<file path="config.mk">
export PLATFORM = sky130hd
export DESIGN_NAME = pru_datapath_flat
export DESIGN_NICKNAME = d
export VERILOG_FILES = /design/src/hw/rtl/pru_pkg.sv /design/src/hw/rtl/pru_if.sv /design/src/hw/rtl/pru_datapath.sv /design/src/flat_wrapper.sv
export SDC_FILE = /design/constraint.sdc
export NUM_CORES = 1
export LEC_CHECK = 0
export BUFFER_PORTS_ARGS = -buffer_cell sky130_fd_sc_hd__buf_4
export CORE_MARGIN = 2
export CORE_UTILIZATION = 45
export DETAILED_ROUTE_END_ITERATION = 8
export HOLD_SLACK_MARGIN = 0.06
export SLEW_MARGIN = 20
export SYNTH_ARGS = -nofsm -noshare
export SYNTH_HDL_FRONTEND = slang
export SYNTH_SLANG_ARGS = --single-unit
export TNS_END_PERCENT = 20
</file>
<file path="constraint.sdc">
create_clock -name i_clk -period 12.3 [get_ports i_clk]
set_input_delay 1.845 -clock i_clk [delete_from_list [all_inputs] [get_ports i_clk]]
set_output_delay 1.845 -clock i_clk [all_outputs]
set_load 0.005 [all_outputs]
</file>
<file path="src/hw/rtl/pru_pkg.sv">
// Shared types, constants and a helper function for the PNG row unfilter block.
package pru_pkg;

    localparam int BYTE_W           = 8;
    localparam int ROW_LEN_W        = 13;
    localparam int BPP_W            = 4;
    localparam int FLT_W            = 3;
    localparam int APB_DW           = 32;
    localparam int CFG_AW           = 3;
    localparam int DEF_MAX_ROW_BYTES = 4096;
    localparam int DEF_MAX_BPP      = 8;

    // filter type codes
    localparam logic [FLT_W-1:0] FLT_NONE  = 3'd0;
    localparam logic [FLT_W-1:0] FLT_SUB   = 3'd1;
    localparam logic [FLT_W-1:0] FLT_UP    = 3'd2;
    localparam logic [FLT_W-1:0] FLT_AVG   = 3'd3;
    localparam logic [FLT_W-1:0] FLT_PAETH = 3'd4;

    // register indexes
    localparam logic REG_ROW_LENGTH = 1'b0;
    localparam logic REG_BPP        = 1'b1;

    typedef struct packed {
        logic [ROW_LEN_W-1:0] row_length;
        logic [BPP_W-1:0]     bytes_per_pixel;
    } t_cfg;

    function automatic logic [BYTE_W-1:0] paeth_pred(
        input logic [BYTE_W-1:0] a,
        input logic [BYTE_W-1:0] b,
        input logic [BYTE_W-1:0] c
    );
        logic signed [10:0] sa;
        logic signed [10:0] sb;
        logic signed [10:0] sc;
        logic signed [10:0] da;
        logic signed [10:0] db;
        logic signed [10:0] dc;
        logic [10:0] pa;
        logic [10:0] pb;
        logic [10:0] pc;
        sa = signed'({3'b000, a});
        sb = signed'({3'b000, b});
        sc = signed'({3'b000, c});
        da = sb - sc;
        db = sa - sc;
        dc = sa + sb - (sc <<< 1);
        pa = (da < 0) ? 11'(-da) : 11'(da);
        pb = (db < 0) ? 11'(-db) : 11'(db);
        pc = (dc < 0) ? 11'(-dc) : 11'(dc);
        if (pa <= pb && pa <= pc) begin
            paeth_pred = a;
        end else if (pb <= pc) begin
            paeth_pred = b;
        end else begin
            paeth_pred = c;
        end
    endfunction

endpackage

</file>
<file path="src/hw/rtl/pru_if.sv">
// Stream interfaces for filtered input bytes and reconstructed output bytes.
interface pru_in_if import pru_pkg::*; ();
    logic              valid;
    logic              ready;
    logic [BYTE_W-1:0] in_byte;
    logic              image_start;

    modport source (output valid, output in_byte, output image_start, input ready);
    modport sink   (input valid, input in_byte, input image_start, output ready);
endinterface

interface pru_out_if import pru_pkg::*; ();
    logic              valid;
    logic              ready;
    logic [BYTE_W-1:0] pixel_byte;
    logic              row_end;
    logic              bad_type;

    modport source (output valid, output pixel_byte, output row_end, output bad_type,
                     input ready);
    modport sink   (input valid, input pixel_byte, input row_end, input bad_type,
                     output ready);
endinterface

</file>
<file path="src/hw/rtl/pru_datapath.sv">
// Row tracking, filter reconstruction stage and output register.
module pru_datapath import pru_pkg::*; #(
    parameter int MAX_ROW_BYTES = DEF_MAX_ROW_BYTES,
    parameter int MAX_BPP       = DEF_MAX_BPP,
    parameter int POS_W         = $clog2(DEF_MAX_ROW_BYTES)
) (
    input  logic              i_clk,
    input  logic              i_rst_n,
    input  t_cfg              i_cfg,
    pru_in_if.sink            i_in,
    pru_out_if.source         o_out,
    output logic              o_ram_we,
    output logic [POS_W-1:0]  o_ram_waddr,
    output logic [BYTE_W-1:0] o_ram_wdata,
    output logic              o_ram_re,
    output logic [POS_W-1:0]  o_ram_raddr,
    input  logic [BYTE_W-1:0] i_ram_rdata
);

    localparam int COL_W = $clog2(MAX_ROW_BYTES + 1);
    localparam int LEN_W = (COL_W > ROW_LEN_W) ? COL_W : ROW_LEN_W;
    localparam int HIX_W = (MAX_BPP > 1) ? $clog2(MAX_BPP) : 1;

    // row state
    logic [COL_W-1:0]  r_col;
    logic [FLT_W-1:0]  r_filter;
    logic              r_bad;
    logic              r_av;

    // reconstruction stage
    logic              r_s1_valid;
    logic              r_s1_data;
    logic [BYTE_W-1:0] r_s1_byte;
    logic [POS_W-1:0]  r_s1_pos;
    logic              r_s1_aok;
    logic              r_s1_bok;
    logic              r_s1_last;
    logic [FLT_W-1:0]  r_s1_filter;
    logic              r_s1_bad;

    logic [BYTE_W-1:0] r_left [MAX_BPP];
    logic [BYTE_W-1:0] r_ul   [MAX_BPP];

    // output register
    logic              r_out_valid;
    logic [BYTE_W-1:0] r_out_byte;
    logic              r_out_last;
    logic              r_out_bad;

    logic [LEN_W-1:0]  w_len;
    logic [LEN_W-1:0]  w_row;
    logic [BPP_W-1:0]  w_bpp;
    logic [HIX_W-1:0]  w_hix;
    logic              w_acc;
    logic [COL_W-1:0]  w_col;
    logic              w_av;
    logic              w_is_data;
    logic [POS_W-1:0]  w_pos;
    logic              w_last;
    logic              w_aok;
    logic              w_type_bad;
    logic              w_s1_fire;
    logic [BYTE_W-1:0] w_a;
    logic [BYTE_W-1:0] w_b;
    logic [BYTE_W-1:0] w_c;
    logic [BYTE_W:0]   w_sum_ab;
    logic [BYTE_W-1:0] w_pred;
    logic [BYTE_W-1:0] w_val;

    // effective configuration
    assign w_row = LEN_W'(i_cfg.row_length);
    always_comb begin
        if (w_row == '0) begin
            w_len = LEN_W'(1);
        end else if (w_row > LEN_W'(MAX_ROW_BYTES)) begin
            w_len = LEN_W'(MAX_ROW_BYTES);
        end else begin
            w_len = w_row;
        end
        if (i_cfg.bytes_per_pixel == '0) begin
            w_bpp = BPP_W'(1);
        end else if (i_cfg.bytes_per_pixel > BPP_W'(MAX_BPP)) begin
            w_bpp = BPP_W'(MAX_BPP);
        end else begin
            w_bpp = i_cfg.bytes_per_pixel;
        end
    end
    assign w_hix = HIX_W'(w_bpp - BPP_W'(1));

    // accept side
    assign w_s1_fire  = r_s1_valid && (!r_s1_data || !r_out_valid || o_out.ready);
    assign i_in.ready = !r_s1_valid || w_s1_fire;
    assign w_acc      = i_in.valid && i_in.ready;

    assign w_col      = i_in.image_start ? '0 : r_col;
    assign w_av       = i_in.image_start ? 1'b0 : r_av;
    assign w_is_data  = (w_col != '0);
    assign w_pos      = POS_W'(w_col - COL_W'(1));
    assign w_last     = (LEN_W'(w_col) >= w_len);
    assign w_aok      = (LEN_W'(w_pos) >= LEN_W'(w_bpp));
    assign w_type_bad = (i_in.in_byte > BYTE_W'(FLT_PAETH));

    assign o_ram_re    = w_acc && w_is_data;
    assign o_ram_raddr = w_pos;

    always_ff @(posedge i_clk) begin
        if (!i_rst_n) begin
            r_col    <= '0;
            r_filter <= FLT_NONE;
            r_bad    <= 1'b0;
            r_av     <= 1'b0;
        end else if (w_acc) begin
            if (!w_is_data) begin
                r_col    <= COL_W'(1);
                r_filter <= w_type_bad ? FLT_NONE : i_in.in_byte[FLT_W-1:0];
                r_bad    <= w_type_bad;
                r_av     <= w_av;
            end else if (w_last) begin
                r_col <= '0;
                r_av  <= 1'b1;
            end else begin
                r_col <= w_col + COL_W'(1);
                r_av  <= w_av;
            end
        end
    end

    always_ff @(posedge i_clk) begin
        if (!i_rst_n) begin
            r_s1_valid <= 1'b0;
        end else if (i_in.ready) begin
            r_s1_valid <= i_in.valid;
        end
    end

    always_ff @(posedge i_clk) begin
        if (w_acc) begin
            r_s1_data   <= w_is_data;
            r_s1_byte   <= i_in.in_byte;
            r_s1_pos    <= w_pos;
            r_s1_aok    <= w_aok;
            r_s1_bok    <= w_av;
            r_s1_last   <= w_last;
            r_s1_filter <= r_filter;
            r_s1_bad    <= r_bad;
        end
    end

    // reconstruction
    assign w_a      = r_s1_aok ? r_left[w_hix] : '0;
    assign w_b      = r_s1_bok ? i_ram_rdata : '0;
    assign w_c      = (r_s1_aok && r_s1_bok) ? r_ul[w_hix] : '0;
    assign w_sum_ab = {1'b0, w_a} + {1'b0, w_b};

    always_comb begin
        case (r_s1_filter)
            FLT_SUB:   w_pred = w_a;
            FLT_UP:    w_pred = w_b;
            FLT_AVG:   w_pred = w_sum_ab[BYTE_W:1];
            FLT_PAETH: w_pred = paeth_pred(w_a, w_b, w_c);
            default:   w_pred = '0;
        endcase
    end
    assign w_val = r_s1_byte + w_pred;

    assign o_ram_we    = w_s1_fire && r_s1_data;
    assign o_ram_waddr = r_s1_pos;
    assign o_ram_wdata = w_val;

    always_ff @(posedge i_clk) begin
        if (!i_rst_n) begin
            for (int k = 0; k < MAX_BPP; k++) begin
                r_left[k] <= '0;
                r_ul[k]   <= '0;
            end
        end else if (w_s1_fire) begin
            if (r_s1_data) begin
                for (int k = MAX_BPP - 1; k > 0; k--) begin
                    r_left[k] <= r_left[k-1];
                    r_ul[k]   <= r_ul[k-1];
                end
                r_left[0] <= w_val;
                r_ul[0]   <= w_b;
            end else begin
                for (int k = 0; k < MAX_BPP; k++) begin
                    r_left[k] <= '0;
                    r_ul[k]   <= '0;
                end
            end
        end
    end

    // output register
    always_ff @(posedge i_clk) begin
        if (!i_rst_n) begin
            r_out_valid <= 1'b0;
        end else if (w_s1_fire && r_s1_data) begin
            r_out_valid <= 1'b1;
        end else if (o_out.ready) begin
            r_out_valid <= 1'b0;
        end
    end

    always_ff @(posedge i_clk) begin
        if (w_s1_fire && r_s1_data) begin
            r_out_byte <= w_val;
            r_out_last <= r_s1_last;
            r_out_bad  <= r_s1_bad;
        end
    end

    assign o_out.valid      = r_out_valid;
    assign o_out.pixel_byte = r_out_byte;
    assign o_out.row_end    = r_out_last;
    assign o_out.bad_type   = r_out_bad;

endmodule
</file>
<file path="src/flat_wrapper.sv">
// flat-port wrapper written by rule: the top's interface ports become plain ports
module pru_datapath_flat import pru_pkg::*;
#(
    parameter int MAX_ROW_BYTES = DEF_MAX_ROW_BYTES,
    parameter int MAX_BPP       = DEF_MAX_BPP,
    parameter int POS_W         = $clog2(DEF_MAX_ROW_BYTES)
)
  (i_clk, i_rst_n, i_cfg, o_ram_we, o_ram_waddr, o_ram_wdata, o_ram_re, o_ram_raddr, i_ram_rdata, i_in_valid, i_in_in_byte, i_in_image_start, i_in_ready, o_out_valid, o_out_pixel_byte, o_out_row_end, o_out_bad_type, o_out_ready);
  pru_in_if i_in_i ();
  pru_out_if o_out_i ();
  input  logic i_clk;
  input  logic i_rst_n;
  input  t_cfg i_cfg;
  output logic o_ram_we;
  output logic [POS_W-1:0] o_ram_waddr;
  output logic [BYTE_W-1:0] o_ram_wdata;
  output logic o_ram_re;
  output logic [POS_W-1:0] o_ram_raddr;
  input  logic [BYTE_W-1:0] i_ram_rdata;
  input wire logic [$bits(i_in_i.valid)-1:0] i_in_valid;
  input wire logic [$bits(i_in_i.in_byte)-1:0] i_in_in_byte;
  input wire logic [$bits(i_in_i.image_start)-1:0] i_in_image_start;
  output wire logic [$bits(i_in_i.ready)-1:0] i_in_ready;
  output wire logic [$bits(o_out_i.valid)-1:0] o_out_valid;
  output wire logic [$bits(o_out_i.pixel_byte)-1:0] o_out_pixel_byte;
  output wire logic [$bits(o_out_i.row_end)-1:0] o_out_row_end;
  output wire logic [$bits(o_out_i.bad_type)-1:0] o_out_bad_type;
  input wire logic [$bits(o_out_i.ready)-1:0] o_out_ready;
  assign i_in_i.valid = i_in_valid;
  assign i_in_i.in_byte = i_in_in_byte;
  assign i_in_i.image_start = i_in_image_start;
  assign i_in_ready = i_in_i.ready;
  assign o_out_valid = o_out_i.valid;
  assign o_out_pixel_byte = o_out_i.pixel_byte;
  assign o_out_row_end = o_out_i.row_end;
  assign o_out_bad_type = o_out_i.bad_type;
  assign o_out_i.ready = o_out_ready;
  pru_datapath #(.MAX_ROW_BYTES(MAX_ROW_BYTES), .MAX_BPP(MAX_BPP), .POS_W(POS_W)) u_core (.i_clk(i_clk), .i_rst_n(i_rst_n), .i_cfg(i_cfg), .i_in(i_in_i), .o_out(o_out_i), .o_ram_we(o_ram_we), .o_ram_waddr(o_ram_waddr), .o_ram_wdata(o_ram_wdata), .o_ram_re(o_ram_re), .o_ram_raddr(o_ram_raddr), .i_ram_rdata(i_ram_rdata));
endmodule
</file>
==> metrics.txt <==
Total Die Area between 0.02 and 0.03 mm^2; Total GRT Usage a little over a fifth; largest net degree at the start of global routing 81; initial antenna violation count 0; Synth Instances 1,138; Worst EP arrival 9940 ps; share of layout cells above drive strength 1 16.3%; gr ovfl total 0; final setup TNS 0 ps; number of synthesized flops with an enable pin 166; CP endpoint kind output port; Relative slew margins 54.6%; CP max-delay cell fa_1; maximum capacitance violations 0; CTS clk-pin slew, worst paths 70 ps; Crit path top cell by count a21oi_1; floorplan core area roughly 0.027 mm^2; Worst-Margin Slew between 600 and 700 ps; CP required 10,450 ps; Clock Tree Buf Depth 2; Period Utilization, post-route 95.8%; final setup fails 0; synthesized flop and latch total about 190; Routed Antenna Nets 0; Cell Pwr Density 168 mW/mm^2; Clock Sinks 186; top achievable clock speed 0.0848 GHz; Setup CP Type in -> out; Metal-1 WL 13.6 mm; endpoints failing hold 0; IO buf count 83; CTS HTree Levels 4; DR DRC count 0; min cycle time layout 11,790 ps; CTS resizes 0; gpl congestion 0.912; worst skew pair latency 430 ps; CTS tree built; hold_buf cts 0; row count 60; Synth cell types 74; Crit path largest cell delay 450 ps; die height approximately 170 um; largest area contributor in the netlist edfxtp_1; Final Total Pwr 2.33 mW; drt pass-1 iters 5; synth warn 0; vias in the first global route 8,686; Antenna Cells 0; Leak Pwr 5.98 nW; clock skew ~18 ps; WL final 29.6 mm; Ports 84; first-pass GRT wire length 47.6 mm; status finished, final reports clean; CP max FO 32; DP HPWL 21.5 mm; DRT iter0 DRCs 777; synth top area cells edfxtp_1, ha_1, and3_1, mux4_2, dfxtp_1; Syn Area/Cell between 10 and 15 um^2; maximum vdd drop 0.0983 mV; met2 WL 14.3 mm; sequential area share after synthesis 44.2%; cts bufs inserted 17; starting density of the core 45.5%; RSZ-0062 raised after global routing false; Worst Hold Class reg -> reg; startpoint types input pin; hold_ws 425 ps; Main synth FF type edfxtp_1; metal3 WL 1.17 mm; vias per inst 5.62; Pins Over Slew Limit 0; Via Count 8,824; Top Layer Used met4; average wire per standard cell 18.9 um; nets@finish between 1,000 and 1,500; area delta synth->final 13.9%; post-CTS setup repair buffer count 0; CTS Root Cell clkbuf_16; Die Span X 169 um; Synth top area share 40.9%; mapped cell area 0.0122 mm^2; Async S/R FF share, synth 0%
## per-stage QoR
step / util, % / setup WS [ps] / area (um^2) / std cells
2_1_floorplan: - / 22.0 / 12200 / 1146
3_3_place_gp: 49.5 / 474 / 13300 / 1539
3_5_place_dp: 49.5 / 366 / 13300 / 1539
4_1_cts: 51.7 / 338 / 13800 / 1571
5_1_grt: 51.8 / 28.3 / 13900 / 1571
6_report: 51.8 / 511 / 13900 / 1571
## layout make-up
cell class              count  area [um^2]
well taps                 341          427
clock inverters            14          153
repair buffers            104          806
inverters                  70          263
fillers                  2398        12900
clock buffers              18          429
flip-flops and latches    186         5390
multi-input cells         838         6420
## flip-flops by register name, summed over array words and instances, names as in the netlist, 3 cells and up
signal	cells
u_core.r_left	64
u_core.r_ul	64
u_core.r_col	13
u_core.o_ram_waddr	12
u_core.o_out.pixel_byte	8
u_core.r_s1_byte	8
u_core.r_filter	3
u_core.r_s1_filter	3
## report_power, final
group	internal, mW	leakage, nW	total (mW)	switching (mW)
logic	0.443	3.82	1.04	0.597
registers	0.721	1.88	0.735	0.0144
clock network	0.289	0.281	0.553	0.264
total	1.45	5.98	2.33	0.875
## metal layers
layer,vias up,GRT usage (%)
li1,4320,-
met1,4290,29.0
met2,183,35.6
met3,31,3.79
met4,0,5.58
met5,-,0
## synth_stat cells (22+ instances only)
cell and instances:
mux4_2 32, xnor2_1 41, a21oi_1 48, xor2_1 28, inv_1 70, a22oi_1 22, o21ai_0 39, ha_1 91
nand2_1 95, and3_1 117, nor2b_1 33, nor2_1 85, clkbuf_1 44, edfxtp_1 166
## cells by family after synthesis
family,Yosys count,share of synthesized area (%)
DFF,186,44.2
muxes,37,6.35
other,2,0.0616
xor gates and xnor gates,72,5.41
AOI/OAI and AO/OA,203,11.3
buffers and inverters,122,3.88
adders and majority gates,106,11.5
and+or+nand+nor,410,17.3
## cell usage in the layout, fill, tap and decap left out, types with 5 or more instances in the layout
cell type	n
a21boi_0	8
a21boi_1	5
a21o_1	11
a21oi_1	45
a22oi_1	22
a31oi_1	5
and2_1	8
and3_1	117
buf_4	102
clkbuf_16	17
conb_1	10
dfxtp_1	20
edfxtp_1	166
fa_1	11
ha_1	91
inv_1	70
inv_6	5
mux4_2	32
nand2_1	93
nand2b_1	7
nand3_1	12
nand4_1	11
nor2_1	84
nor2b_1	33
nor3_1	16
nor4_1	6
o21a_1	14
o21ai_0	38
o21bai_1	8
xnor2_1	41
xor2_1	27
## worst max-delay path, delay by kind of cell
family	cells	cell delay, ps
AO/OA/AOI/OAI	17	3260
adder cells (fa/ha/maj)	4	1290
AND/OR/NAND/NOR	6	1210
buffers and inverters	7	1010
XOR/XNOR	3	920
multiplexers	1	360
## final timing paths
kind                                   from                                 to  slack (ps)  cells past startpoint
setup / recovery                   i_cfg[3]                     o_ram_wdata[7]         510                     38
hold / removal    u_core.r_s1_bad$_DFFE_PP_    u_core.o_out.bad_type$_DFFE_PP_         420                      0
setup reg to reg  u_core.r_s1_bok$_DFFE_PP_  u_core.r_left[0][7]$_SDFFCE_PP0P_        4380                     31
hold reg to reg   u_core.r_s1_bad$_DFFE_PP_    u_core.o_out.bad_type$_DFFE_PP_         420                      0
Note: power is estimated with default switching activity, not from simulation.
