`src/hw/rtl/pru_pkg.sv`:
```
// Shared types, constants and a helper function for the PNG row unfilter block.
package pru_pkg;

    localparam int BYTE_W           = 8;
    localparam int ROW_LEN_W        = 13;
    localparam int BPP_W            = 4;
    localparam int FLT_W            = 3;
    localparam int APB_DW           = 32;
    localparam int CFG_AW           = 3;
    localparam int DEF_MAX_ROW_BYTES = 4096;
    localparam int DEF_MAX_BPP      = 8;

    // filter type codes
    localparam logic [FLT_W-1:0] FLT_NONE  = 3'd0;
    localparam logic [FLT_W-1:0] FLT_SUB   = 3'd1;
    localparam logic [FLT_W-1:0] FLT_UP    = 3'd2;
    localparam logic [FLT_W-1:0] FLT_AVG   = 3'd3;
    localparam logic [FLT_W-1:0] FLT_PAETH = 3'd4;

    // register indexes
    localparam logic REG_ROW_LENGTH = 1'b0;
    localparam logic REG_BPP        = 1'b1;

    typedef struct packed {
        logic [ROW_LEN_W-1:0] row_length;
        logic [BPP_W-1:0]     bytes_per_pixel;
    } t_cfg;

    function automatic logic [BYTE_W-1:0] paeth_pred(
        input logic [BYTE_W-1:0] a,
        input logic [BYTE_W-1:0] b,
        input logic [BYTE_W-1:0] c
    );
        logic signed [10:0] sa;
        logic signed [10:0] sb;
        logic signed [10:0] sc;
        logic signed [10:0] da;
        logic signed [10:0] db;
        logic signed [10:0] dc;
        logic [10:0] pa;
        logic [10:0] pb;
        logic [10:0] pc;
        sa = signed'({3'b000, a});
        sb = signed'({3'b000, b});
        sc = signed'({3'b000, c});
        da = sb - sc;
        db = sa - sc;
        dc = sa + sb - (sc <<< 1);
        pa = (da < 0) ? 11'(-da) : 11'(da);
        pb = (db < 0) ? 11'(-db) : 11'(db);
        pc = (dc < 0) ? 11'(-dc) : 11'(dc);
        if (pa <= pb && pa <= pc) begin
            paeth_pred = a;
        end else if (pb <= pc) begin
            paeth_pred = b;
        end else begin
            paeth_pred = c;
        end
    endfunction

endpackage

```
`src/hw/rtl/pru_cfg_regs.sv`:
```
// APB configuration registers: row length and bytes per pixel.
module pru_cfg_regs import pru_pkg::*; (
    input  logic              i_clk,
    input  logic              i_rst_n,
    input  logic              psel,
    input  logic              penable,
    input  logic              pwrite,
    input  logic [CFG_AW-1:0] paddr,
    input  logic [APB_DW-1:0] pwdata,
    output logic [APB_DW-1:0] prdata,
    output logic              pready,
    output t_cfg              o_cfg
);

    logic [ROW_LEN_W-1:0] r_row_length;
    logic [BPP_W-1:0]     r_bpp;
    logic                 w_wr;
    logic                 w_idx;

    assign pready = 1'b1;
    assign w_wr   = psel && penable && pwrite;
    assign w_idx  = paddr[2];

    always_ff @(posedge i_clk) begin
        if (!i_rst_n) begin
            r_row_length <= ROW_LEN_W'(1);
            r_bpp        <= BPP_W'(1);
        end else if (w_wr) begin
            unique case (w_idx)
                REG_ROW_LENGTH: r_row_length <= pwdata[ROW_LEN_W-1:0];
                REG_BPP:        r_bpp        <= pwdata[BPP_W-1:0];
                default: ;
            endcase
        end
    end

    always_comb begin
        unique case (w_idx)
            REG_ROW_LENGTH: prdata = APB_DW'(r_row_length);
            REG_BPP:        prdata = APB_DW'(r_bpp);
            default:        prdata = '0;
        endcase
    end

    assign o_cfg.row_length      = r_row_length;
    assign o_cfg.bytes_per_pixel = r_bpp;

endmodule

```
`config.mk`:
```
export PLATFORM = sky130hd
export DESIGN_NAME = pru_cfg_regs
export DESIGN_NICKNAME = d
export VERILOG_FILES = /design/src/hw/rtl/pru_pkg.sv /design/src/hw/rtl/pru_cfg_regs.sv
export SDC_FILE = /design/constraint.sdc
export NUM_CORES = 1
export LEC_CHECK = 0
export BUFFER_PORTS_ARGS = -buffer_cell sky130_fd_sc_hd__buf_2
export CORE_MARGIN = 1
export CORE_UTILIZATION = 40
export CTS_BUF_LIST = sky130_fd_sc_hd__clkbuf_8
export DETAILED_ROUTE_END_ITERATION = 8
export GPL_TIMING_DRIVEN = 0
export PLACE_DENSITY = 0.9
export REMOVE_ABC_BUFFERS = 1
export SLEW_MARGIN = 20
export SYNTH_ARGS = -nofsm -noshare
export SYNTH_HDL_FRONTEND = slang
export SYNTH_SLANG_ARGS = --single-unit
export TNS_END_PERCENT = 5
```
`constraint.sdc`:
```
create_clock -name i_clk -period 2.36 [get_ports i_clk]
set_input_delay 0.236 -clock i_clk [delete_from_list [all_inputs] [get_ports i_clk]]
set_output_delay 0.236 -clock i_clk [all_outputs]
set_load 0.01 [all_outputs]
```
==> results.py, run 1 <==
metrics = {
    "timing": {
        "timing_hold_violations_final": 0,
        "clock-skew-final_ns": 0,
        "timing.final.ws_setup_ns": 1.00,
        "slew-limit-headroom_pct": 46.7,
        "rsz0062_at_grt": "false",
        "maxSlewViolCount": 0,
        "fin_crit_sh_pct": 57.5,
        "worst-slew-pin-transition_ns": 0.798,
        "setup_viol_count_final": 0,
        "totalNegativeSetupSlack_ns": 0,
        "post-route-min-period_ns": 1.36,
        "clock.fmax_mhz": 736,
    },
    "floorplan": {
        "ioPinCount": 90,
        "chipHeight_um": 50.8,
        "floorplan.initialDensity_pct": 42.6,
        "placementRows": 17,
        "core_sq_um": 2230,
        "die_boundary_width_um": 50.8,
        "die_area_sq_um": 2580,
    },
    "finish": {
        "finish.net_count": 192,
        "layout-area-overhead-vs-synth_pct": 20.1,
        "sequential_cell_area_sq_um": 340,
        "fillerInstances": 220,
        "final_area_sq_um": 1140,
        "multiInputGateArea_sq_um": 483,
        "antennaDiodeCount": 0,
        "fraction_of_layout_instances_using_a_drive_strength_above_1_pct": 36.4,
    },
    "synth": {
        "ys_async_sr_fraction_pct": 0,
        "synth-simple-area-share_pct": 20.2,
        "post_synth_inst_count": 107,
        "combinational_family_with_the_most_area_after_synthesis": "multiplexers",
        "synth-compound-area-share_pct": 0,
        "synthesis.area_sq_um": 952,
        "synth_top_cell_area_share_pct": 35.7,
        "synth_enable_flop_cells": 0,
        "synthesis.yosys.warnings": 0,
        "avgSynthCellArea_sq_um": 8.90,
        "synth_top_cells_by_count": "sky130_fd_sc_hd__nand2_1 (27), sky130_fd_sc_hd__buf_4 (20), sky130_fd_sc_hd__dfxtp_1 (17), sky130_fd_sc_hd__mux2i_1 (17), sky130_fd_sc_hd__nor2b_1 (12)",
        "arithmetic_cell_share_of_the_synthesized_area_counting_full_adders_half_adders_and_majority_gates_pct": 0,
        "yosys_most_used_dff": "sky130_fd_sc_hd__dfxtp_1",
        "yosysSeqAreaShare_pct": 35.7,
        "postSynthRegisterBits": 17,
        "synth_mux_area_share_pct": 22.6,
        "yosysUniqueCellTypes": 12,
        "synth_xor_area_share_pct": 0,
        "synth_area_leaders": "sky130_fd_sc_hd__dfxtp_1 (36%), sky130_fd_sc_hd__mux2i_1 (18%), sky130_fd_sc_hd__buf_4 (16%)",
        "most_area_hungry_cell_type_in_the_yosys_netlist": "sky130_fd_sc_hd__dfxtp_1",
        "synth.most_common_cell": "sky130_fd_sc_hd__nand2_1",
    },
    "clock_network": {
        "cts_post_setup_buffers_inserted": 0,
        "cts_inserted_buffers": 3,
        "root_buffer": "sky130_fd_sc_hd__clkbuf_8",
        "clock_latency_ns": 0.24,
        "cts_sink_count": 17,
        "cts.clk_slew.worst_paths_ns": 0.06,
        "cts-root-to-sink-buffers": 2,
        "cts_hold_buffers": 0,
        "clock_tree.htree_level_count": 1,
        "post_cts.resized_instances": 0,
        "tritoncts": "built",
    },
    "pwr": {
        "p_leak_uw": 0.000612,
        "switching_share_pct": 24.3,
        "p_sw_uw": 141,
        "p_clk_share_pct": 35.3,
        "pwr-share-comb_pct": 13.3,
        "power_density_nw_per_um2": 506,
        "pwr-share-seq_pct": 51.4,
        "p_int_uw": 438,
        "max-vdd-ir-drop_mv": 0.305,
    },
    "min_path": {
        "hold_depth": 3,
        "hold_path_class": "in2reg",
    },
    "setup_path": {
        "cp-start-kind": "input port",
        "critPathRequiredTime_ns": 2.53,
        "reg2reg_depth": 2,
        "critical-path-top-delay-family": "simple AND/OR/NAND/NOR gates",
        "critical-path-max-stage-delay_ns": 0.82,
        "cp_num_buf_inv": 1,
        "critPathSlowestCell": "sky130_fd_sc_hd__and4b_1",
        "worstPathCellList": "buf_2 > and4b_1 > mux2i_1",
        "ff2ff_setup_slack_ns": 1.73,
        "critical_path_class": "in2reg",
        "critical_path.endpoint_type": "flip-flop",
        "critPathMaxFanout": 15,
        "worstPathArrival_ns": 1.53,
        "cp_num_cells": 3,
    },
    "routing": {
        "vias_per_cell": 4.35,
        "via_count": 778,
        "wl_per_cell_um": 9.41,
        "drtIter0Drc": 1,
        "route.antenna.remaining_nets": 0,
        "routed_wirelength_um": 1690,
        "detailedRoute.firstPassIterationCount": 3,
        "drc": 0,
    },
    "grt": {
        "global_route.overflow_total": 0,
        "number_of_antenna_violations_at_the_first_check_in_global_routing": 0,
        "maximum_number_of_pins_on_one_net_before_global_route_repair": 31,
        "first_global_vias": 664,
        "grt_usage_pct": 14.4,
        "grt_pass1_wl_um": 2760,
    },
    "place": {
        "routabilityCongestion": 0.575,
        "io_buffers": 48,
        "hpwlAfterDp_um": 1250,
        "pre_cts_ws_ns": 0.733,
        "postPlaceCellArea_sq_um": 1100,
    },
    "run": {
        "max_cap_violations": 0,
    },
    "run_status": {
        "outcome": "finished, final reports clean",
    },
}
[metrics by stage]
stage          power, uW  utilization (%)  cells  hold slack, ns
6_report             579             51.2    179           0.234
2_1_floorplan        343                -     99           0.378
4_1_cts              589             51.2    179           0.228
3_3_place_gp         379             49.2    175           0.452
3_5_place_dp         381             49.2    175           0.461
5_1_grt              618             51.2    179           0.231
[worst paths after layout]
| check | startpoint | endpoint |
|---|---|---|
| worst max-delay path | paddr[2] | r_row_length[3]$_SDFFE_PN0P_ |
| worst min-delay path | pwdata[9] | r_row_length[9]$_SDFFE_PN0P_ |
| worst max register to register | r_row_length[0]$_SDFFE_PN1P_ | r_row_length[0]$_SDFFE_PN1P_ |
| worst min register to register | r_row_length[4]$_SDFFE_PN0P_ | r_row_length[4]$_SDFFE_PN0P_ |
[power by group through the flow]
stage	sequential [uW]	clock, uW	combinational [uW]
2_1_floorplan	307	0	36.8
3_3_place_gp	303	0	75.7
3_5_place_dp	304	0	76.7
4_1_cts	297	215	76.9
5_1_grt	298	234	86.0
6_report	297	204	76.8
[layout make-up]
cell class | instances | area share, %
well taps | 28 | 3.06
clock inverters | 1 | 0.328
multi-input cells | 82 | 42.2
repair buffers | 48 | 21.0
flip-flops and latches | 17 | 29.8
clock buffers | 3 | 3.61
[sequential cells by signal, indices dropped and copies added (netlist names)]
signal,count
r_bpp,4
r_row_length,13
[worst reg2reg max path: cells and delay by family (launching register included)]
kind,cells,cell delay (ns)
flops,1,0.32
simple gates,1,0.11
mux,1,0.07
[routing by layer]
metal  track usage [%]  vias up  part of all wire, %
met5                 0        -                    0
met4              5.56        0                    0
met3              3.64        0                  7.5
met2              26.2       43                   47
met1              15.7      343                   45
li1                  -      392                    -
[placed cells by master (no fill, tap or decap)]
master	instances
sky130_fd_sc_hd__nand2_1	27
sky130_fd_sc_hd__mux2_2	4
sky130_fd_sc_hd__dfxtp_1	17
sky130_fd_sc_hd__mux2i_1	17
sky130_fd_sc_hd__conb_1	20
sky130_fd_sc_hd__clkbuf_8	3
sky130_fd_sc_hd__and4b_1	1
sky130_fd_sc_hd__nor2b_1	12
sky130_fd_sc_hd__inv_1	1
sky130_fd_sc_hd__buf_2	48
sky130_fd_sc_hd__nand4_1	1
[cell families after synthesis]
group                  Yosys count
other                            2
AND/OR/NAND/NOR                 41
multiplexers                    21
flip-flops                      17
buffers and inverters           26
(Power assumes the default switching activity.)
==> run 2: changes to the inputs <==
--- a/config.mk
+++ b/config.mk
@@ -7,11 +7,11 @@
 export LEC_CHECK = 0
 export BUFFER_PORTS_ARGS = -buffer_cell sky130_fd_sc_hd__buf_2
 export CORE_MARGIN = 1
-export CORE_UTILIZATION = 40
+export CORE_UTILIZATION = 37
 export CTS_BUF_LIST = sky130_fd_sc_hd__clkbuf_8
 export DETAILED_ROUTE_END_ITERATION = 8
 export GPL_TIMING_DRIVEN = 0
-export PLACE_DENSITY = 0.9
+export PLACE_DENSITY = 0.84
 export REMOVE_ABC_BUFFERS = 1
 export SLEW_MARGIN = 20
 export SYNTH_ARGS = -nofsm -noshare
==> constraint.sdc (replaced) <==
create_clock -name i_clk -period 1.32 [get_ports i_clk]
set_input_delay 0.132 -clock i_clk [delete_from_list [all_inputs] [get_ports i_clk]]
set_output_delay 0.132 -clock i_clk [all_outputs]
set_load 0.01 [all_outputs]
==> run 2 against run 1 <==
Compared with the run above:
- combinational power up 78%
- setup slack worse by 0.77 ns
- global-route usage down 1.5 points
- utilization down 4.5 points
- die area up 7.8%
- final cell count up 1.1%
- clock power up 75%
- register-to-register slack worse by 1.0 ns
- via count down 2.2%
- sequential power up 79%
- critical path depth down 1
- sequential share of layout area down 0.097 points
- critical path type is now reg2out
==> results.py, run 2 (synthesis gave the netlist of run 1 again) <==
metrics = {
    "run_status": {
        "outcome": "finished, final reports clean",
    },
    "finish": {
        "fraction_of_layout_instances_using_a_drive_strength_above_1_pct": 37.1,
        "max_flop_register": "r_row_length",
        "largest_registers": "r_row_length: 13 flops, r_bpp: 4 flops",
        "fillerInstances": 260,
        "layout.cells.most_common_list": "sky130_fd_sc_hd__buf_2 (48), sky130_fd_sc_hd__nand2_1 (27), sky130_fd_sc_hd__conb_1 (20)",
        "finish.net_count": 192,
        "antennaDiodeCount": 0,
        "layout-area-overhead-vs-synth_pct": 20.5,
        "max_reg_flops": 13,
        "mostFrequentLayoutCell": "sky130_fd_sc_hd__buf_2",
        "final_area_sq_um": 1150,
    },
    "grt": {
        "grt_pass1_wl_um": 2620,
        "number_of_antenna_violations_at_the_first_check_in_global_routing": 0,
        "grt_usage_pct": 12.9,
        "first_global_vias": 627,
        "maximum_number_of_pins_on_one_net_before_global_route_repair": 31,
        "global_route.overflow_total": 0,
    },
    "timing": {
        "setup_viol_count_final": 0,
        "clock-skew-final_ns": 0,
        "clock.fmax_mhz": 915,
        "post-route-min-period_ns": 1.09,
        "timing_hold_violations_final": 0,
        "maxSlewViolCount": 0,
        "rsz0062_at_grt": "false",
        "fin_crit_sh_pct": 82.8,
    },
    "clock_network": {
        "cts_post_setup_buffers_inserted": 0,
        "clock_latency_ns": 0.24,
        "clock_tree.htree_level_count": 1,
        "tritoncts": "built",
        "cts_inserted_buffers": 3,
        "cts.clk_slew.worst_paths_ns": 0.06,
        "cts-root-to-sink-buffers": 2,
        "root_buffer": "sky130_fd_sc_hd__clkbuf_8",
        "cts_sink_count": 17,
        "cts_hold_buffers": 0,
    },
    "setup_path": {
        "critical_path.endpoint_type": "primary output",
        "critPathSlowestCell": "sky130_fd_sc_hd__dfxtp_1",
        "critical-path-max-stage-delay_ns": 0.32,
        "cp_num_buf_inv": 1,
        "critPathRequiredTime_ns": 1.19,
        "cp-start-kind": "flip-flop",
        "worstPathArrival_ns": 0.96,
        "worstPathCellList": "mux2_2 > buf_2",
        "critPathMaxFanout": 3,
        "critical_path_class": "reg2out",
        "critical-path-top-delay-family": "flip-flops",
    },
    "place": {
        "postPlaceCellArea_sq_um": 1100,
        "routabilityCongestion": 0.596,
        "io_buffers": 48,
        "hpwlAfterDp_um": 1180,
    },
    "pwr": {
        "power_density_nw_per_um2": 895,
        "power.total_uw": 1030,
        "max-vdd-ir-drop_mv": 0.655,
        "p_leak_uw": 0.000612,
    },
    "routing": {
        "drtIter0Drc": 4,
        "route.antenna.remaining_nets": 0,
        "routed_wirelength_um": 1600,
        "via_count": 761,
        "drc": 0,
        "wl_per_cell_um": 8.84,
        "detailedRoute.firstPassIterationCount": 4,
        "vias_per_cell": 4.20,
    },
    "floorplan": {
        "die_boundary_width_um": 52.7,
        "ioPinCount": 90,
        "chipHeight_um": 52.7,
        "floorplan.initialDensity_pct": 38.8,
        "die_area_sq_um": 2780,
        "placementRows": 18,
        "core_sq_um": 2450,
    },
    "run": {
        "max_cap_violations": 0,
    },
    "min_path": {
        "hold_path_class": "in2reg",
    },
}
run 2: layout make-up:
type / instances / area (sq um) / share of cell area (%)
multi-input combinational: 82 / 484 / 42.2
sequential: 17 / 340 / 29.7
timing repair buffer: 48 / 240 / 20.9
clock buffer: 3 / 41.3 / 3.60
tap: 30 / 37.5 / 3.27
clock inverter: 1 / 3.75 / 0.327
run 2: routing by layer:
metal	routed length (um)	track usage (%)	part of all wire [%]	vias to the layer above
met5	0	0	0	-
met2	673	21.7	42	54
li1	-	-	-	390
met1	764	15.7	48	317
met3	162	3.48	10	0
met4	0	3.95	0	0
run 2: stage by stage:
step | util [%] | setup TNS, ns | hold slack [ns] | setup slack [ns] | instances
6_report | 46.7 | 0 | 0.130 | 0.228 | 181
5_1_grt | 46.7 | 0 | 0.132 | 0.181 | 181
4_1_cts | 46.7 | 0 | 0.127 | 0.0302 | 181
3_5_place_dp | 44.9 | -2.77 | 0.391 | -0.236 | 177
3_3_place_gp | 44.9 | -2.26 | 0.382 | -0.183 | 177
2_1_floorplan | - | 0 | 0.274 | 0.256 | 99
run 2: worst paths after layout:
kind                                startpoint                       endpoint  slack (ns)  cells past startpoint
setup / recovery         r_bpp[1]$_SDFFE_PN0P_                      prdata[1]        0.23                      2
hold / removal                      pwdata[11]  r_row_length[11]$_SDFFE_PN0P_        0.13                      3
setup reg to reg  r_row_length[0]$_SDFFE_PN1P_   r_row_length[0]$_SDFFE_PN1P_        0.70                      2
hold reg to reg   r_row_length[7]$_SDFFE_PN0P_   r_row_length[7]$_SDFFE_PN0P_        0.47                      2
run 2: repair_timing:
action	4_1_cts	5_1_grt
endpoints found under the setup margin	0	8
gates resized for setup	0	1
hold endpoints to repair	0	0
run 2: report_power, final:
group / switching, uW / internal (uW)
Clock: 153 / 205
Combinational: 83.9 / 52.7
Sequential: 7.24 / 525
run 2: tightest hold or removal path, stage by stage:
cell	delay (ns)
sky130_fd_sc_hd__buf_2	0.09
sky130_fd_sc_hd__nand2_1	0.04
sky130_fd_sc_hd__mux2i_1	0.05
==> run 3: changes to the inputs <==
--- a/config.mk
+++ b/config.mk
@@ -5,13 +5,14 @@
 export SDC_FILE = /design/constraint.sdc
 export NUM_CORES = 1
 export LEC_CHECK = 0
+export ABC_AREA = 1
 export BUFFER_PORTS_ARGS = -buffer_cell sky130_fd_sc_hd__buf_2
 export CORE_MARGIN = 1
-export CORE_UTILIZATION = 37
+export CORE_UTILIZATION = 35
 export CTS_BUF_LIST = sky130_fd_sc_hd__clkbuf_8
 export DETAILED_ROUTE_END_ITERATION = 8
 export GPL_TIMING_DRIVEN = 0
-export PLACE_DENSITY = 0.84
+export PLACE_DENSITY = 0.81
 export REMOVE_ABC_BUFFERS = 1
 export SLEW_MARGIN = 20
 export SYNTH_ARGS = -nofsm -noshare
==> constraint.sdc (replaced) <==
create_clock -name i_clk -period 0.9 [get_ports i_clk]
set_input_delay 0.09 -clock i_clk [delete_from_list [all_inputs] [get_ports i_clk]]
set_output_delay 0.09 -clock i_clk [all_outputs]
set_load 0.01 [all_outputs]
==> run 3 against run 2 <==
Compared with the run above:
- the run now ends with setup timing left
- clock power grew 52%
- worst hold slack worse by 0.050 ns
- first-iteration DRC count grew to 5.8 times the previous value
- die area is 15% higher
- power rose by 60%
- utilization decreased by 1.6 points
- wire length rose by 33%
- register-to-register slack got worse by 0.50 ns
- critical path type unchanged
- largest cell class unchanged
==> results.py, run 3 <==
metrics = {
    "routing": {
        "route.antenna.remaining_nets": 0,
        "drtIter0Drc": 23,
        "vias_per_cell": 4.13,
        "via_count": 975,
        "detailedRoute.firstPassIterationCount": 4,
        "routed_wirelength_um": 2120,
        "drc": 0,
        "wl_per_cell_um": 8.99,
    },
    "pwr": {
        "switching_share_pct": 27.5,
        "power.total_uw": 1640,
        "max-vdd-ir-drop_mv": 0.653,
        "power_density_nw_per_um2": 1310,
        "pwr-share-seq_pct": 49.0,
        "p_sw_uw": 451,
        "p_leak_uw": 0.000723,
        "p_clk_share_pct": 33.2,
        "pwr-share-comb_pct": 17.8,
        "p_int_uw": 1190,
    },
    "min_path": {
        "hold_depth": 3,
        "worst_hold_startpoint": "pwdata[0]",
        "hold_path_class": "in2reg",
        "timing.hold.worst_endpoint": "r_row_length[0]$_SDFFE_PN1P_",
    },
    "grt": {
        "grt_pass1_wl_um": 3450,
        "most_crowded_layer_after_global_routing": "met2",
        "first_global_vias": 802,
        "met3_resource_use_gr_pct": 3.00,
        "global_route.usage.met1_pct": 16.7,
        "number_of_antenna_violations_at_the_first_check_in_global_routing": 0,
        "grtUsageMet2_pct": 24.7,
        "grt_usage_pct": 13.8,
        "maximum_number_of_pins_on_one_net_before_global_route_repair": 20,
        "global_route.overflow_total": 0,
    },
    "finish": {
        "layout-area-overhead-vs-synth_pct": 21.0,
        "finish.net_count": 246,
        "final_cells": 236,
        "fraction_of_layout_instances_using_a_drive_strength_above_1_pct": 40.5,
        "max_reg_flops": 13,
        "largest_registers": "r_row_length: 13 flops, r_bpp: 4 flops",
        "mostFrequentLayoutCell": "sky130_fd_sc_hd__buf_2",
        "final_area_sq_um": 1250,
        "layout.cells.most_common_list": "sky130_fd_sc_hd__buf_2 (47), sky130_fd_sc_hd__nor2_1 (38), sky130_fd_sc_hd__nand2_1 (30)",
        "antennaDiodeCount": 0,
        "max_flop_register": "r_row_length",
    },
    "timing": {
        "totalNegativeSetupSlack_ns": -0.0435,
        "maxSlewViolCount": 0,
        "clock.fmax_mhz": 1080,
        "post-route-min-period_ns": 0.926,
        "timing.final.ws_setup_ns": -0.0263,
        "fin_crit_sh_pct": 103,
        "rsz0062_at_grt": "true",
        "setup_viol_count_final": 2,
        "clock-skew-final_ns": 0,
        "timing_hold_violations_final": 0,
    },
    "clock_network": {
        "cts_sink_count": 17,
        "cts.clk_slew.worst_paths_ns": 0.07,
        "clock_latency_ns": 0.24,
        "clock_tree.htree_level_count": 1,
        "cts_inserted_buffers": 3,
        "cts_hold_buffers": 0,
        "root_buffer": "sky130_fd_sc_hd__clkbuf_8",
        "cts-root-to-sink-buffers": 2,
        "tritoncts": "built",
    },
    "setup_path": {
        "critPathSlowestCell": "sky130_fd_sc_hd__dfxtp_2",
        "cp_common_cell": "sky130_fd_sc_hd__nand2_1",
        "critical_path_class": "reg2out",
        "worstReg2RegStart": "r_row_length[2]$_SDFFE_PN0P_",
        "cp_num_cells": 3,
        "r2r_end": "r_row_length[2]$_SDFFE_PN0P_",
        "critical_path.endpoint_type": "primary output",
        "cp-start-kind": "flip-flop",
        "ff2ff_setup_slack_ns": 0.20,
        "critical-path-top-delay-family": "flip-flops",
        "critical-path-max-stage-delay_ns": 0.34,
        "critPathRequiredTime_ns": 0.81,
        "worstPathArrival_ns": 0.84,
        "reg2reg_depth": 3,
        "cp_num_buf_inv": 1,
        "worstPathCellList": "nand2_1 > nand2_1 > buf_2",
        "critPathMaxFanout": 3,
    },
    "run_status": {
        "failed_checks": "setup timing",
        "outcome": "finished, violations left",
    },
    "synth": {
        "ys_async_sr_fraction_pct": 0,
        "yosysSeqAreaShare_pct": 32.8,
        "postSynthRegisterBits": 17,
        "synth_top_cell_area_share_pct": 32.8,
        "avgSynthCellArea_sq_um": 6.44,
        "synthesis.yosys.warnings": 0,
        "synth_area_leaders": "sky130_fd_sc_hd__dfxtp_1 (33%), sky130_fd_sc_hd__buf_4 (14%), sky130_fd_sc_hd__nor2_1 (14%)",
        "most_area_hungry_cell_type_in_the_yosys_netlist": "sky130_fd_sc_hd__dfxtp_1",
        "synthesis.area_sq_um": 1040,
        "post_synth_inst_count": 161,
        "yosysUniqueCellTypes": 14,
        "yosys_most_used_dff": "sky130_fd_sc_hd__dfxtp_1",
        "synth.most_common_cell": "sky130_fd_sc_hd__nor2_1",
        "synth_top_cells_by_count": "sky130_fd_sc_hd__nor2_1 (40), sky130_fd_sc_hd__nand2_1 (30), sky130_fd_sc_hd__inv_1 (22)",
        "synth_enable_flop_cells": 0,
    },
    "floorplan": {
        "ioPinCount": 90,
        "core_sq_um": 2780,
        "placementRows": 19,
        "chipHeight_um": 56.4,
        "die_boundary_width_um": 56.4,
        "die_area_sq_um": 3190,
        "floorplan.initialDensity_pct": 37.3,
    },
    "place": {
        "hpwlAfterDp_um": 1450,
        "routabilityCongestion": 0.719,
        "io_buffers": 48,
        "total_instance_count_after_detailed_placement": 231,
        "postPlaceCellArea_sq_um": 1170,
    },
    "run": {
        "max_cap_violations": 0,
    },
}
run 3: kinds of logic (layout without fill, tap and decap cells):
logic type | Yosys count | count (layout) | share of synthesized area, %
other cells | 2 | 20 | 0.724
flops | 17 | 17 | 32.8
buf+inv | 50 | 76 | 28.8
compound gates | 2 | 2 | 0.964
simple gates | 90 | 90 | 36.7
run 3: worst max-delay path by stage:
stage	startpoint	end	slack [ns]
2_1_floorplan	r_row_length[10]$_SDFFE_PN0P_	prdata[10]	0.23
3_3_place_gp	paddr[2]	r_bpp[0]$_SDFFE_PN1P_	-0.29
3_5_place_dp	paddr[2]	r_bpp[0]$_SDFFE_PN1P_	-0.30
4_1_cts	r_row_length[8]$_SDFFE_PN0P_	prdata[8]	-0.04
5_1_grt	r_row_length[2]$_SDFFE_PN0P_	prdata[2]	-0.07
6_report	r_row_length[2]$_SDFFE_PN0P_	prdata[2]	-0.03
run 3: power by group through the flow:
stage	Sequential (uW)	Clock, uW	Combinational (uW)
after floorplan	825	0	149
after CTS	801	571	289
after global placement	813	0	283
final	804	543	292
after global routing	807	605	331
after detailed placement	813	0	287
run 3: layer usage:
layer	routed length, um	vias to the layer above
li1	-	523
met1	985	410
met2	1010	42
met3	128	0
met4	0	0
met5	0	-
run 3: per-stage QoR:
step / setup slack (ns) / utilization, % / hold WS (ns)
2_1_floorplan: 0.229 / - / 0.175
3_3_place_gp: -0.295 / 42.2 / 0.321
3_5_place_dp: -0.303 / 42.2 / 0.328
4_1_cts: -0.0396 / 44.7 / 0.0766
5_1_grt: -0.0689 / 45.1 / 0.0863
6_report: -0.0263 / 45.1 / 0.0799
run 3: area by class of cell:
cell class	count	area (sq um)
Sequential cell	17	362
Multi-Input combinational cell	112	470
Clock buffer	3	41.3
Inverter	23	88.8
Clock inverter	1	3.75
Timing Repair Buffer	49	250
Fill cell	315	1530
Tap cell	31	38.8
run 3: timing repair:
item,in CTS,in global routing
gates resized for setup,18,10
pin swaps,0,2
setup endpoints to repair,17,13
buffers inserted,0,1
run 3: worst register-to-register path: cells and delay by family, from the launching register on:
| family | cells | cell delay (ns) |
|---|---|---|
| simple gates | 2 | 0.14 |
| flops | 1 | 0.33 |
| buf+inv | 1 | 0.12 |
